## config.mk

```make
export PLATFORM = sky130hd
export DESIGN_NAME = integer_to_ascii_formatter
export DESIGN_NICKNAME = d
export VERILOG_FILES = /design/src/hdl/itfmt_pkg.sv /design/src/hdl/itfmt_fifo.sv /design/src/hdl/itfmt_front.sv /design/src/hdl/itfmt_back.sv /design/src/hdl/integer_to_ascii_formatter.sv
export SDC_FILE = /design/constraint.sdc
export NUM_CORES = 1
export LEC_CHECK = 0
export BUFFER_PORTS_ARGS = -buffer_cell sky130_fd_sc_hd__buf_2
export CORE_ASPECT_RATIO = 0.9
export CORE_MARGIN = 2
export CORE_UTILIZATION = 54
export DETAILED_ROUTE_END_ITERATION = 6
export GPL_TIMING_DRIVEN = 0
export PLACE_DENSITY = 0.78
export REMOVE_ABC_BUFFERS = 1
export SYNTH_ARGS = -nofsm -noshare
export SYNTH_HDL_FRONTEND = slang
export SYNTH_SLANG_ARGS = --single-unit
```

## constraint.sdc

```tcl
create_clock -name clk -period 5.6 [get_ports clk]
set_input_delay 0.28 -clock clk [delete_from_list [all_inputs] [get_ports clk]]
set_output_delay 0.28 -clock clk [all_outputs]
set_load 0.05 [all_outputs]
```

## src/hdl/itfmt_pkg.sv

```systemverilog
// Shared types, codes and the digit-to-ASCII function of the integer formatter.
// No dependencies.
`timescale 1ns / 1ps
`default_nettype none
package itfmt_pkg;

	typedef enum logic [1:0] {
		OP_SDEC = 2'd0,
		OP_UDEC = 2'd1,
		OP_HEXL = 2'd2,
		OP_HEXU = 2'd3
	} op_t;

	// classification carried with the magnitude through the middle queue
	typedef struct packed {
		logic neg;
		op_t  op;
	} cls_t;

	// one output beat
	typedef struct packed {
		logic [7:0] ch;
		logic       last;
		logic [4:0] count;
	} char_t;

	localparam int DEC_BITS   = 32;
	localparam int DEC_DIGITS = 10;
	localparam logic [4:0] MAX_CHARS = 5'd16;

	localparam logic [7:0] CH_ZERO  = 8'h30;
	localparam logic [7:0] CH_UPPER = 8'h41;
	localparam logic [7:0] CH_LOWER = 8'h61;
	localparam logic [7:0] CH_MINUS = 8'h2d;

	function automatic logic [7:0] digit_char(input logic [3:0] d, input logic upper);
		logic [7:0] base;
		base = upper ? CH_UPPER : CH_LOWER;
		if (d < 4'd10)
			digit_char = CH_ZERO + {4'd0, d};
		else
			digit_char = base + {4'd0, d} - 8'd10;
	endfunction

endpackage
`default_nettype wire

```

## src/hdl/itfmt_fifo.sv

```systemverilog
// Small register FIFO used between the front, the back and the result port.
// No dependencies.
`timescale 1ns / 1ps
`default_nettype none
module itfmt_fifo #(
	parameter int WIDTH = 8,
	parameter int DEPTH = 2
) (
	input  wire logic             clk,
	input  wire logic             arst_n,
	input  wire logic             push,
	input  wire logic [WIDTH-1:0] din,
	output logic                  full,
	input  wire logic             pop,
	output logic [WIDTH-1:0]      dout,
	output logic                  empty
);
	localparam int AW = (DEPTH > 1) ? $clog2(DEPTH) : 1;

	logic [WIDTH-1:0] mem_q [DEPTH];
	logic [AW-1:0]    wr_q, rd_q;
	logic [AW:0]      cnt_q;
	logic             do_push, do_pop;

	assign full    = (cnt_q == (AW+1)'(DEPTH));
	assign empty   = (cnt_q == '0);
	assign do_push = push && !full;
	assign do_pop  = pop && !empty;
	assign dout    = mem_q[rd_q];

	always_ff @(posedge clk) begin
		if (do_push)
			mem_q[wr_q] <= din;
	end

	always_ff @(posedge clk or negedge arst_n) begin
		if (!arst_n) begin
			wr_q  <= '0;
			rd_q  <= '0;
			cnt_q <= '0;
		end else begin
			if (do_push)
				wr_q <= (wr_q == AW'(DEPTH-1)) ? '0 : AW'(wr_q + 1'b1);
			if (do_pop)
				rd_q <= (rd_q == AW'(DEPTH-1)) ? '0 : AW'(rd_q + 1'b1);
			if (do_push && !do_pop)
				cnt_q <= cnt_q + 1'b1;
			else if (do_pop && !do_push)
				cnt_q <= cnt_q - 1'b1;
		end
	end
endmodule
`default_nettype wire

```

## src/hdl/itfmt_front.sv

```systemverilog
// Front end: takes an input beat, forms the magnitude and sign for its mode.
// Depends on itfmt_pkg.
`timescale 1ns / 1ps
`default_nettype none
module itfmt_front import itfmt_pkg::*; #(
	parameter int VALUE_WIDTH = 64
) (
	input  wire logic [63:0]            value,
	input  wire logic [1:0]             op,
	output logic [VALUE_WIDTH-1:0]      mag,
	output cls_t                        cls
);
	logic [DEC_BITS-1:0] low;

	assign low = value[DEC_BITS-1:0];

	always_comb begin
		cls.op  = op_t'(op);
		cls.neg = 1'b0;
		mag     = value[VALUE_WIDTH-1:0];
		unique case (op_t'(op))
			OP_SDEC: begin
				cls.neg = low[DEC_BITS-1];
				// two's complement negate in 32 bits keeps the minimum value exact
				mag = VALUE_WIDTH'(low[DEC_BITS-1] ? DEC_BITS'(-low) : low);
			end
			OP_UDEC: mag = VALUE_WIDTH'(low);
			OP_HEXL, OP_HEXU: mag = value[VALUE_WIDTH-1:0];
			default: mag = value[VALUE_WIDTH-1:0];
		endcase
	end
endmodule
`default_nettype wire

```

## src/hdl/itfmt_back.sv

```systemverilog
// Back end: double-dabble decimal conversion or hex nibble load, then
// leading-zero scan and character emission. Depends on itfmt_pkg.
`timescale 1ns / 1ps
`default_nettype none
module itfmt_back import itfmt_pkg::*; #(
	parameter int VALUE_WIDTH = 64,
	parameter int DIGIT_SLOTS = 16
) (
	input  wire logic                   clk,
	input  wire logic                   arst_n,
	input  wire logic                   in_empty,
	output logic                        in_pop,
	input  wire logic [VALUE_WIDTH-1:0] in_mag,
	input  cls_t                        in_cls,
	input  wire logic                   out_full,
	output logic                        out_push,
	output char_t                       out_item
);
	localparam int HEX_DIGITS = (VALUE_WIDTH + 3) / 4;
	localparam int PADN = (HEX_DIGITS > DIGIT_SLOTS) ? HEX_DIGITS : DIGIT_SLOTS;
	localparam int PW = $clog2(DIGIT_SLOTS);

	typedef enum logic [1:0] {IDLE, DEC, SCAN, EMIT} state_t;

	state_t                   state_q;
	logic [4*DEC_DIGITS-1:0]  bcd_q;
	logic [DEC_BITS-1:0]      shift_q;
	logic [4:0]               bit_cnt_q;
	logic [3:0]               digits_q [DIGIT_SLOTS];
	logic                     neg_q, upper_q, dash_q, ovf_q;
	logic [PW-1:0]            pos_q;
	logic [4:0]               emit_cnt_q, total_q;

	logic [4*DEC_DIGITS-1:0]  bcd_adj, bcd_next;
	logic [4*DIGIT_SLOTS-1:0] dec_pad;
	logic [4*PADN-1:0]        hex_pad;
	logic                     hex_ovf;
	logic [PW-1:0]            msd;
	logic [4:0]               sum;
	logic                     is_last;

	always_comb begin
		for (int i = 0; i < DEC_DIGITS; i++)
			bcd_adj[4*i +: 4] = (bcd_q[4*i +: 4] >= 4'd5) ? bcd_q[4*i +: 4] + 4'd3
				: bcd_q[4*i +: 4];
		bcd_next = {bcd_adj[4*DEC_DIGITS-2:0], shift_q[DEC_BITS-1]};
	end

	assign dec_pad = (4*DIGIT_SLOTS)'(bcd_next);
	assign hex_pad = (4*PADN)'(in_mag);
	// nonzero nibbles that do not fit in the digit slots
	assign hex_ovf = |(hex_pad & ~(4*PADN)'({(4*DIGIT_SLOTS){1'b1}}));

	// most significant nonzero digit, zero prints as one digit;
	// when upper digits were dropped every slot prints, zeros included
	always_comb begin
		msd = '0;
		for (int i = 0; i < DIGIT_SLOTS; i++)
			if (digits_q[i] != 4'd0)
				msd = PW'(i);
		if (ovf_q)
			msd = PW'(DIGIT_SLOTS-1);
		sum = 5'(msd) + 5'd1 + 5'(neg_q);
	end

	assign in_pop   = (state_q == IDLE) && !in_empty;
	assign out_push = (state_q == EMIT) && !out_full;
	assign is_last  = (5'(emit_cnt_q + 5'd1) == total_q);

	always_comb begin
		out_item.ch    = dash_q ? CH_MINUS : digit_char(digits_q[pos_q], upper_q);
		out_item.last  = is_last;
		out_item.count = is_last ? total_q : 5'd0;
	end

	always_ff @(posedge clk or negedge arst_n) begin
		if (!arst_n) begin
			state_q    <= IDLE;
			bcd_q      <= '0;
			shift_q    <= '0;
			bit_cnt_q  <= '0;
			neg_q      <= 1'b0;
			upper_q    <= 1'b0;
			dash_q     <= 1'b0;
			ovf_q      <= 1'b0;
			pos_q      <= '0;
			emit_cnt_q <= '0;
			total_q    <= '0;
		end else begin
			unique case (state_q)
				IDLE: begin
					if (!in_empty) begin
						neg_q   <= in_cls.neg;
						upper_q <= (in_cls.op == OP_HEXU);
						if (in_cls.op == OP_SDEC || in_cls.op == OP_UDEC) begin
							shift_q   <= in_mag[DEC_BITS-1:0];
							bcd_q     <= '0;
							bit_cnt_q <= '0;
							ovf_q     <= 1'b0;
							state_q   <= DEC;
						end else begin
							for (int i = 0; i < DIGIT_SLOTS; i++)
								digits_q[i] <= hex_pad[4*i +: 4];
							ovf_q   <= hex_ovf;
							state_q <= SCAN;
						end
					end
				end
				DEC: begin
					bcd_q     <= bcd_next;
					shift_q   <= {shift_q[DEC_BITS-2:0], 1'b0};
					bit_cnt_q <= bit_cnt_q + 5'd1;
					if (bit_cnt_q == 5'(DEC_BITS-1)) begin
						for (int i = 0; i < DIGIT_SLOTS; i++)
							digits_q[i] <= dec_pad[4*i +: 4];
						state_q <= SCAN;
					end
				end
				SCAN: begin
					pos_q      <= msd;
					dash_q     <= neg_q;
					emit_cnt_q <= '0;
					total_q    <= (sum > MAX_CHARS) ? MAX_CHARS : sum;
					state_q    <= EMIT;
				end
				EMIT: begin
					if (!out_full) begin
						emit_cnt_q <= emit_cnt_q + 5'd1;
						if (dash_q)
							dash_q <= 1'b0;
						else
							pos_q <= pos_q - 1'b1;
						if (is_last)
							state_q <= IDLE;
					end
				end
				default: state_q <= IDLE;
			endcase
		end
	end
endmodule
`default_nettype wire

```

## src/hdl/integer_to_ascii_formatter.sv

```systemverilog
// Integer to ASCII formatter top level: front end, middle queue, back end and
// result queue. Depends on itfmt_pkg, itfmt_fifo, itfmt_front, itfmt_back.
//
// Usage:
//   Input queue: drive value and op with push; a beat is taken when push is
//   high and full is low. op selects signed decimal, unsigned decimal, or
//   lowercase / uppercase hex.
//   Result queue: while empty is low, char_out holds the oldest character;
//   pop takes it. Characters come most significant first; last marks the
//   final one, and char_count then holds the number of characters.
//   Flow: a decimal number is loaded, passes the bit-serial BCD converter and
//   the leading-zero scan, then its characters (up to 11) are emitted; a hex
//   number is loaded, scanned and emitted (up to 16 characters). The back end
//   holds one number at a time, so throughput is set by the BCD shifter and the
//   one-character-per-cycle emitter while the result queue has room.
//   The two-entry middle queue keeps accepting while the back end works.
//   If the receiver stops popping, the result queue fills and the emitter
//   waits; nothing is dropped. Reset empties both queues and idles the back end.
`timescale 1ns / 1ps
`default_nettype none
module integer_to_ascii_formatter import itfmt_pkg::*; #(
	parameter int VALUE_WIDTH = 64,
	parameter int DIGIT_SLOTS = 16
) (
	input  wire logic        clk,
	input  wire logic        arst_n,
	input  wire logic        push,
	output logic             full,
	input  wire logic [63:0] value,
	input  wire logic [1:0]  op,
	output logic             empty,
	input  wire logic        pop,
	output logic [7:0]       char_out,
	output logic             last,
	output logic [4:0]       char_count
);
	localparam int MID_W = VALUE_WIDTH + $bits(cls_t);

	logic [VALUE_WIDTH-1:0] f_mag, b_mag;
	cls_t                   f_cls, b_cls;
	logic [MID_W-1:0]       mid_out;
	logic                   mid_empty, mid_pop;
	logic                   res_full, res_push;
	char_t                  res_in, res_out;

	itfmt_front #(.VALUE_WIDTH(VALUE_WIDTH)) u_front (
		.value (value),
		.op    (op),
		.mag   (f_mag),
		.cls   (f_cls)
	);

	itfmt_fifo #(.WIDTH(MID_W), .DEPTH(2)) u_mid (
		.clk    (clk),
		.arst_n (arst_n),
		.push   (push),
		.din    ({f_cls, f_mag}),
		.full   (full),
		.pop    (mid_pop),
		.dout   (mid_out),
		.empty  (mid_empty)
	);

	assign b_mag = mid_out[VALUE_WIDTH-1:0];
	assign b_cls = cls_t'(mid_out[MID_W-1:VALUE_WIDTH]);

	itfmt_back #(.VALUE_WIDTH(VALUE_WIDTH), .DIGIT_SLOTS(DIGIT_SLOTS)) u_back (
		.clk      (clk),
		.arst_n   (arst_n),
		.in_empty (mid_empty),
		.in_pop   (mid_pop),
		.in_mag   (b_mag),
		.in_cls   (b_cls),
		.out_full (res_full),
		.out_push (res_push),
		.out_item (res_in)
	);

	itfmt_fifo #(.WIDTH($bits(char_t)), .DEPTH(2)) u_res (
		.clk    (clk),
		.arst_n (arst_n),
		.push   (res_push),
		.din    (res_in),
		.full   (res_full),
		.pop    (pop),
		.dout   (res_out),
		.empty  (empty)
	);

	assign char_out   = res_out.ch;
	assign last       = res_out.last;
	assign char_count = res_out.count;

	// count appears only on the final character of a number
	a_count_only_last: assert property (@(posedge clk) disable iff (!arst_n)
		(!empty && !last) |-> (char_count == 5'd0))
		else $error("char_count set on a non-final character");

	a_count_range: assert property (@(posedge clk) disable iff (!arst_n)
		(!empty && last) |-> (char_count != 5'd0 && char_count <= MAX_CHARS))
		else $error("char_count out of range on final character");

	// a minus sign can only lead a signed-decimal number
	a_minus_first: assert property (@(posedge clk) disable iff (!arst_n)
		(res_push && res_in.ch == CH_MINUS) |-> !res_in.last)
		else $error("minus sign emitted as final character");
endmodule
`default_nettype wire

```

* Word level (Yosys, flattened, before mapping)
Memories as Yosys holds them, arrays and structs flattened.
Index checks and enable logic that the tools add are counted.
** Storage, ports and cells
- Bits in registers :: 104
- RAM bits :: 226
- Bits of input ports :: 70
- Output and inout port bits :: 16
- Logic and storage cells :: 234
- Memories kept :: 3
** Cells by class
- $add $sub $neg :: 27
- Order comparisons :: 12
- Equality and inequality tests :: 18
- Multiplexer cells :: 90
- Bitwise logic cells :: 17
- Reductions and logical operators :: 51
** Memory list
- u_mid.mem_q :: depth 2, bits a word 67, read ports 1, clocked after Yosys merged registers in 0, write ports 1, line itfmt_fifo.sv:20 : logic [WIDTH-1:0] mem_q [DEPTH];
- u_back.digits_q :: depth 16, bits a word 4, read ports 16, clocked after Yosys merged registers in 0, write ports 16, line itfmt_back.sv:29 : logic [3:0] digits_q [DIGIT_SLOTS];
- u_res.mem_q :: depth 2, bits a word 14, read ports 1, clocked after Yosys merged registers in 0, write ports 1, line itfmt_fifo.sv:20
** Operators by type and width (number)
- one-hot mux 64 bit (3 select lines) :: 1
- two-way mux 4 bit :: 35
- two-way mux 32 bit :: 3
- two-way mux 40 bit :: 2
- one-hot mux 40 bit (2 select lines) :: 1
- one-hot mux 32 bit (2 select lines) :: 1
- nonzero test 4 bit :: 15
- greater-or-equal comparator 4 x 3 -> 1 bit (second input constant) :: 10
- adder 4 x 2 -> 4 bit (second input constant) :: 9
- negator 32 bit :: 1
- two-way mux 5 bit :: 5
- two-way mux 2 bit :: 11
- one-hot mux 5 bit (2 select lines) :: 2
- two-way mux 1 bit :: 18
- two-way mux 8 bit :: 2
- OR 1 bit :: 16
- two-way mux 3 bit :: 5
- == test 2 bit (second input constant) :: 7
- logical AND 1 bit :: 12
- adder 5 x 1 -> 5 bit (second input constant) :: 2
- zero test 2 bit :: 5
- adder 8 x 4 -> 8 bit :: 1
- zero test 1 bit :: 8
- != test 2 bit (second input constant) :: 4
- other kinds (26) :: 39

* Longest topological paths before layout
Gate-level depths: netlist (run 1).
An unclocked memory read counts as a cell.
- Word-level depth :: 21
- Depth in mapped cells :: 12
- Gate-level depth less buffers :: 12

* Hierarchy
From an unflattened synthesis (run 1), not the netlist that was laid out.
** Unflattened totals
- Cell total of the unflattened synthesis :: 1255
- Area total of the unflattened synthesis :: 15972.8 um2
** By module, submodules not included
- itfmt_back :: instances 1, cells an instance 833, area an instance 8683.3 um2, sequential area each 4324.1 um2
- itfmt_fifo at u_mid :: instances 1, cells an instance 228, area an instance 5122.4 um2, sequential area each 4124.0 um2
- itfmt_fifo at u_res :: instances 1, cells an instance 63, area an instance 1260.0 um2, sequential area each 940.9 um2
- itfmt_front :: instances 1, cells an instance 131, area an instance 907.1 um2, sequential area each 0.0 um2

* Worst setup path after synthesis (run 1)
OpenSTA, ideal clock, no wires.
- Path type :: register -> register
- Start :: reg u_mid.cnt_q[0]
- End :: mem u_mid.mem_q[0][0] in the netlist's numbering (enable)
- Setup time :: 0.492 ns
- Data arrival time :: 3.550 ns
- Required time :: 5.108 ns
- Slack :: 1.558 ns
- Cell stages (with the launch flop) :: 5
- Path buffers :: 1
- Period minus slack after synthesis :: 4.042 ns
- Cells stage by stage :: dfrtp_1 clkbuf_1 nand2b_1 nand2_1 nor2_1
** Between the ends
- Cells in the longest elaborated chain, start to end :: 5
** Ends and longest elaborated chain
- start: declaration :: line itfmt_fifo.sv:22 : logic [AW:0] cnt_q;
- start signal: assignment :: line itfmt_fifo.sv:47 : cnt_q <= cnt_q + 1'b1;
- start signal: assignment :: line itfmt_fifo.sv:49 : cnt_q <= cnt_q - 1'b1;
- == test 2 bit :: line itfmt_fifo.sv:25 : assign full = (cnt_q == (AW+1)'(DEPTH));
- zero test 1 bit :: line itfmt_fifo.sv:27 : assign do_push = push && !full;
- logical AND 1 bit :: line itfmt_fifo.sv:27
- two-way mux 1 bit :: line itfmt_fifo.sv:32 : if (do_push)
- two-way mux 1 bit (not written as such) :: line itfmt_fifo.sv:33 : mem_q[wr_q] <= din;
- end: declaration :: line itfmt_fifo.sv:20
Every way passes these cells.

==> results of run 1 <==
==> per-stage QoR <==
step                util (%)  area (um2)  std cells  power [W]  setup TNS, ns
detailed placement      58.4       16400       1658    0.00637              0
CTS                     62.1       17500       1719    0.00850              0
global route            62.2       17500       1720    0.00890              0
floorplan                  -       15300       1204    0.00553              0
global placement        57.4       16200       1648    0.00625        -213.09
finish                  62.2       17500       1720    0.00849              0
==> metal layers <==
metal,global-route usage [%],share of wire [%]
met4,6.36,1.9
met1,30.2,43
met3,3.20,6.3
met5,0,0
met2,36.6,48
==> layout make-up <==
type	instances	area (um2)
multi-input cells	830	5840
fillers	2103	10600
well taps	360	450
flip-flops and latches	328	9330
repair buffers	96	686
inverters	46	174
clock inverters	13	95.1
clock buffers	47	931
==> worst min path at each step <==
stage | startpoint | endpoint | slack [ns] | cells past startpoint
6_report | value[0] | u_mid.mem_q[1][0] | 0.03 | 1
5_1_grt | value[0] | u_mid.mem_q[1][0] | 0.02 | 1
4_1_cts | op[0] | u_mid.mem_q[1][64] | 0.01 | 1
3_5_place_dp | arst_n | u_back.shift_q[12] | 0.44 | 1
3_3_place_gp | u_back.bit_cnt_q[4] | u_back.bit_cnt_q[4] | 0.46 | 2
2_1_floorplan | arst_n | u_back.bcd_q[0] | -0.02 | 0
==> sequential cells by signal (all words and copies together), names as in the netlist, 2 cells and up <==
| name | count |
|---|---|
| u_back.pos_q | 4 |
| u_back.emit_cnt_q | 5 |
| u_back.digits_q | 64 |
| u_back.state_q | 2 |
| u_mid.cnt_q | 2 |
| u_back.total_q | 5 |
| u_mid.mem_q | 134 |
| u_back.shift_q | 32 |
| u_back.bit_cnt_q | 5 |
| u_back.bcd_q | 40 |
| u_res.cnt_q | 2 |
| u_res.mem_q | 26 |
==> power groups by stage <==
stage / Sequential, W / Combinational [W] / Clock [W]
global route: 0.00371 / 0.00296 / 0.00224
CTS: 0.00364 / 0.00272 / 0.00214
floorplan: 0.00365 / 0.00188 / 0
global placement: 0.00377 / 0.00247 / 0
detailed placement: 0.00368 / 0.00269 / 0
finish: 0.00364 / 0.00273 / 0.00211
==> critical path, delay by kind of cell, from the launching register on <==
kind                     cells  cell delay, ns
buffers and inverters        1            0.10
AND/OR/NAND/NOR              1            0.23
flip-flops                   1            1.23
adder cells (fa/ha/maj)      1            0.22
multiplexers                 1            0.65
AO/OA/AOI/OAI                3            0.99
==> kinds of logic (layout without fill, tap and decap cells) <==
group           Yosys count  after routing  share of synthesized area [%]
other cells               1              1                         0.0241
mux                     143            143                           10.5
compound gates          258            258                           9.76
buf+inv                 103            202                           2.65
simple gates            335            335                           10.7
xor+xnor                 58             58                           3.53
fa+ha+maj                35             35                           2.82
flops                   328            328                           60.0
==> placed cells by master (no fill, tap or decap), types with 9 or more instances in the layout <==
master and count:
o31ai_1 15, nand2_1 72, clkbuf_1 11, nor2b_1 9, edfxtp_1 224, clkbuf_16 35, mux4_2 11, o21ai_0 64
and2_1 37, nor3b_1 17, xor2_1 21, nor2_1 119, xnor2_1 34, nand3_1 12, nand2b_1 16, a211oi_1 15
ha_1 35, nor3_1 9, mux2i_1 84, a21oi_1 106, nor4_1 14, mux2_2 48, a31oi_1 13, dfrtp_1 103
inv_1 45, buf_2 83
==> repair_timing <==
item | in CTS | in global routing
buffers inserted | 0 | 0
endpoints found under the hold margin | 58 | 0
hold buffers | 1 | 0
==> metrics.md, run 1 <==
| Metric | Value |
|---|---|
| DR pass1 iterations | `5` |
| Reg power frac | `42.9%` |
| ANT cells | `0` |
| Detailed router's first-iteration violation count | `1,082` |
| # DRC | `0` |
| Crit Path Max Fanout | `26` |
| Gate Count Post-Synth | `~1,300` |
| Cell chain of the critical path | `mux4_2 -> a22oi_1 -> nand2_1 -> inv_1 -> ha_1 -> a21boi_0 -> a311o_1` |
| WS Path Type | `reg -> reg` |
| Leading area contributor after synthesis | `edfxtp_1` |
| Min Tclk post-route | `3.71 ns` |
| Tcrit/Tclk final | `66.3%` |
| CTS tree | `built` |
| Synth area leaders | `edfxtp_1 43%, dfrtp_1 17%, mux2i_1 5.4%` |
| Internal power | `0.00557 W` |
| Yosys reg bits | `328` |
| Vias in the first global route | `9,983` |
| CTS Buf Count | `34` |
| Hpwl dp | `21,800 um` |
| Initial antenna violation count | `0` |
| Slowest stage delay, CP | `1.23 ns` |
| Final worst slack | `between 1.5 and 2 ns` |
| Mapped cell area | `between 0.015 and 0.02 mm2` |
| Slack of the worst reg-to-reg path | `~1.9 ns` |
| Dpl ws | `1.91 ns` |
| Largest net degree at the start of global routing | `74` |
| DIE AREA | `about 0.030 mm2` |
| Area grow syn2layout | `12.6%` |
| Top_reg_cell synth | `edfxtp_1` |
| Sw Ratio | `34.4%` |
| GRT overflow | `0` |
| Yosys cell types | `63` |
| Max_cap viols | `0` |
| Async set-or-reset flop fraction in the synthesized netlist | `roughly a third` |
| Die width | `approximately 180 um` |
| Worst IR Drop VDD | `roughly 0.31 mV` |
| Placer's final routability congestion estimate | `about 0.90` |
| Status | `finished clean` |
| Share of layout cells above drive strength 1 | `around 16%` |
| Worst R2R Path Depth | `7` |
| Final ANT Viol Nets | `0` |
| WL per Instance | `19.1 um` |
| Routed vias | `10,188` |
| Crit start category | `register` |
| Core Area | `approximately 0.028 mm2` |
| WHS | `0.0296 ns` |
| Clk pwr share | `24.9%` |
| P_sw | `0.00292 W` |
| Power density over cell area | `485 mW/mm2` |
| R2r startpoint | `u_back.pos_q[0]` |
| Row count | `58` |
| Post-Route WL | `32,800 um` |
| GRT Total Usage | `21.9%` |
| Layout Nets | `between 1,000 and 1,500` |
| Setup crit end | `u_res.mem_q[1][8]` |
| Crit path from | `u_back.pos_q[0]` |
| Comb pwr share | `32.2%` |
| Initial Util | `55.2%` |
| Leak | `between 6 and 7 nW` |
| Crit end category | `register` |
| Clk sinks | `328` |
| CTS max path bufs | `3` |
| Worst-Margin Slew | `1.34 ns` |
| Slew Limit Fails | `0` |
| Avg Cell Area, Syn | `12.3 um2` |
| Final setup vio count | `0` |
| Top-count cell post-synth | `edfxtp_1` |
| Max-slew headroom | `a little over a tenth` |
| Worst-path clk slew | `roughly 0.060 ns` |
| H-Tree Depth | `2` |
| Synth warnings | `0` |
| Post-synth top area share | `a little over two fifths` |
| Commonest cells post-synth | `224 x edfxtp_1, 121 x nor2_1, 106 x a21oi_1` |
| Reg2reg end | `u_res.mem_q[1][8]` |
| Req. time, crit path | `5.85 ns` |
| Clk_lat worst skew | `0.51 ns` |
| First-pass GRT wire length | `~52,000 um` |
| Register area share after synthesis | `60.0%` |
| Number of flops mapped to enable cells by yosys | `around 220` |
| Type of the tightest min-delay check | `in -> reg` |
| Chip Height | `165 um` |
| Worst Skew | `0.0140 ns` |
| Top-level I/O count | `86` |
| Vias per cell | `5.92` |
| Slowest CP cell | `dfrtp_1` |
| RSZ-0062 raised after global routing | `false` |
| Final hold violation count | `0` |
| Fmax | `about 270 MHz` |
| Worst Path Arrival | `3.96 ns` |
| CTS Root Cell | `clkbuf_16` |
| Post-CTS Resized | `0` |
| IO buf count | `84` |
No activity file was read; power rests on OpenSTA's default activity.
==> run 2, diff against run 1 <==
==> constraint.sdc (replaced) <==
create_clock -name clk -period 3.8 [get_ports clk]
set_input_delay 0.19 -clock clk [delete_from_list [all_inputs] [get_ports clk]]
set_output_delay 0.19 -clock clk [all_outputs]
set_load 0.05 [all_outputs]
==> run 2 against run 1 <==
  * Critical path depth is 2 higher
  * Sequential power is 48% higher
  * Power is 48% higher
  * Final area rose by 1.6%
  * Highest routed layer unchanged
  * Clock skew rose by 0.0032 ns
  * Via count increased by 1.8%
  * Register-to-register slack got worse by 1.4 ns
  * Non-clock buffer count grew 27
  * First-iteration DRC count decreased by 7.3%
  * Worst setup slack worse by 1.4 ns
  * Worst hold slack worse by 0.022 ns
  * Clock-buffer cell count did not move
==> metrics.md, run 2 (synthesis results as in run 1) <==
| Metric | Value |
|---|---|
| DIE AREA | `0.0302 mm2` |
| Vias per cell | `5.94` |
| Dpl cells | `1,658` |
| Largest net degree at the start of global routing | `74` |
| Max-slew headroom | `between 20% and 30%` |
| Crit start category | `register` |
| Reg2reg end | `u_back.bcd_q[25]` |
| DR pass1 iterations | `6` |
| CTS max path bufs | `3` |
| Min Tclk post-route | `~3.3 ns` |
| ANT cells | `0` |
| GRT overflow | `0` |
| Share of layout cells above drive strength 1 | `15.9%` |
| Hold Path Origin | `value[46]` |
| GRT Total Usage | `22.1%` |
| Cell chain of the critical path | `inv_1 -> ha_1 -> clkinv_2 -> buf_16 -> o21a_2 -> nor2_2 -> buf_8 -> nand2_1 -> o21ai_0` |
| Worst hold endpoint | `u_mid.mem_q[1][46]` |
| Post-Route WL | `33,200 um` |
| Clk sinks | `roughly 330` |
| Slew Limit Fails | `0` |
| Top-level I/O count | `86` |
| Final hold violation count | `0` |
| Max_cap viols | `0` |
| CTS Root Cell | `clkbuf_16` |
| Largest registers | `u_mid.mem_q: 134 flops, u_back.digits_q: 64 flops, u_back.bcd_q: 40 flops` |
| Fin cells | `1,747` |
| Vias in the first global route | `10,095` |
| Detailed router's first-iteration violation count | `~1,000` |
| Placer's final routability congestion estimate | `0.903` |
| Setup bufs post-CTS | `0` |
| Final setup vio count | `0` |
| Initial Util | `between 50% and 60%` |
| Most common cell after layout, fill and taps aside | `edfxtp_1` |
| Die width | `183 um` |
| Crit Path Max Fanout | `63` |
| RSZ-0062 raised after global routing | `false` |
| IO buf count | `84` |
| Core Area | `between 0.02 and 0.03 mm2` |
| Worst-Margin Slew | `1.07 ns` |
| CP Depth | `9` |
| Power density over cell area | `705 mW/mm2` |
| Initial antenna violation count | `0` |
| R2r startpoint | `u_back.state_q[1]` |
| First-pass GRT wire length | `52,200 um` |
| Layout Nets | `1,468` |
| H-Tree Depth | `2` |
| Total chip power | `between 0.01 and 0.015 W` |
| Leak | `just under 7 nW` |
| Worst IR Drop VDD | `between 0.4 and 0.5 mV` |
| Largest delay share family, worst path | `buffers and inverters` |
| Slack of the worst reg-to-reg path | `0.49 ns` |
| CTS tree | `built` |
| Fmax | `302 MHz` |
| WL per Instance | `19.0 um` |
| Worst Hold Depth | `2` |
| Setup TNS | `0 ns` |
| # DRC | `0` |
| Buf+Inv Stages, Crit Path | `4` |
| Hpwl dp | `21,800 um` |
| Worst Path Arrival | `3.74 ns` |
| WS Path Type | `reg -> reg` |
| Crit end category | `register` |
| Status | `finished clean` |
| CTS Buf Count | `34` |
| Most frequent cells in the layout | `224 x edfxtp_1, 119 x nor2_1, 106 x a21oi_1, 102 x dfrtp_1, 84 x mux2i_1` |
| Tcrit/Tclk final | `a little under 90%` |
| Worst-path clk slew | `around 0.070 ns` |
| Clk_lat worst skew | `0.52 ns` |
| Slowest stage delay, CP | `roughly 0.56 ns` |
| Worst Skew | `around 0.017 ns` |
| Type of the tightest min-delay check | `in -> reg` |
| Row count | `58` |
| Area grow syn2layout | `14.4%` |
| Final ANT Viol Nets | `0` |
| Routed vias | `between 10,000 and 15,000` |
| Worst R2R Path Depth | `9` |
| Max FFs per register | `134` |
| Slowest CP cell | `o21a_2` |
| Chip Height | `165 um` |
| Largest Register | `u_mid.mem_q` |
| Req. time, crit path | `4.22 ns` |
run 2: cell count changes in the layout (fill, tap and decap cells not counted):
cell and delta:
dfrtp_2 +1, nand2_4 +1, dfrtp_1 -1, dlygate4sd3_1 +27
nand2_2 -1
run 2: metrics by stage:
stage	cell area, um2	setup slack, ns	hold slack, ns	utilization [%]
detailed placement	16400	0.115	0.347	58.4
finish	17800	0.486	0.00766	63.2
global placement	16200	-4.06	0.444	57.4
global route	17800	0.222	0.0150	63.2
CTS	17700	0.0557	0.00108	63.0
floorplan	15300	-1.22	-0.106	-
run 2: layer usage:
layer  up-vias  part of all wire, %  track usage [%]  wire (um)
met5         -                    0                0          0
met4         0                  2.2             6.76        730
met3        66                  6.4             3.24       2130
met2       401                   48             37.1      16000
met1      5066                   43             30.3      14400
li1       4837                    -                -          -
run 2: worst max-delay path by stage:
stage | start | to | slack, ns
floorplan | u_mid.rd_q | u_back.bcd_q[14] | -1.22
detailed placement | u_back.state_q[1] | u_back.bcd_q[34] | 0.11
global placement | u_mid.rd_q | u_back.bcd_q[22] | -4.06
CTS | u_back.state_q[1] | u_back.bcd_q[21] | 0.06
global route | u_mid.rd_q | u_back.digits_q[5][3] | 0.22
finish | u_back.state_q[1] | u_back.bcd_q[25] | 0.49
run 2: where the power goes:
part	leakage, nW	total (W)	switching [W]	internal [W]
Clock	0.500	0.00312	0.00133	0.00179
Sequential	3.39	0.00538	0.000521	0.00485
Combinational	3.04	0.00405	0.00247	0.00158
Total	6.93	0.0125	0.00432	0.00822
run 2: repair_timing:
item / CTS / global route
hold buffers: 28 / 0
resized for setup: 0 / 2
endpoints found under the setup margin: 0 / 34
endpoints found under the hold margin: 112 / 0
run 2: final cells by class:
type                            instances  area (um2)
Multi-Input combinational cell        830        5840
Clock buffer                           47         931
Inverter                               46         174
Fill cell                            2080       10400
Timing Repair Buffer                  123         956
Sequential cell                       328        9330
Tap cell                              360         450
Clock inverter                         13        95.1
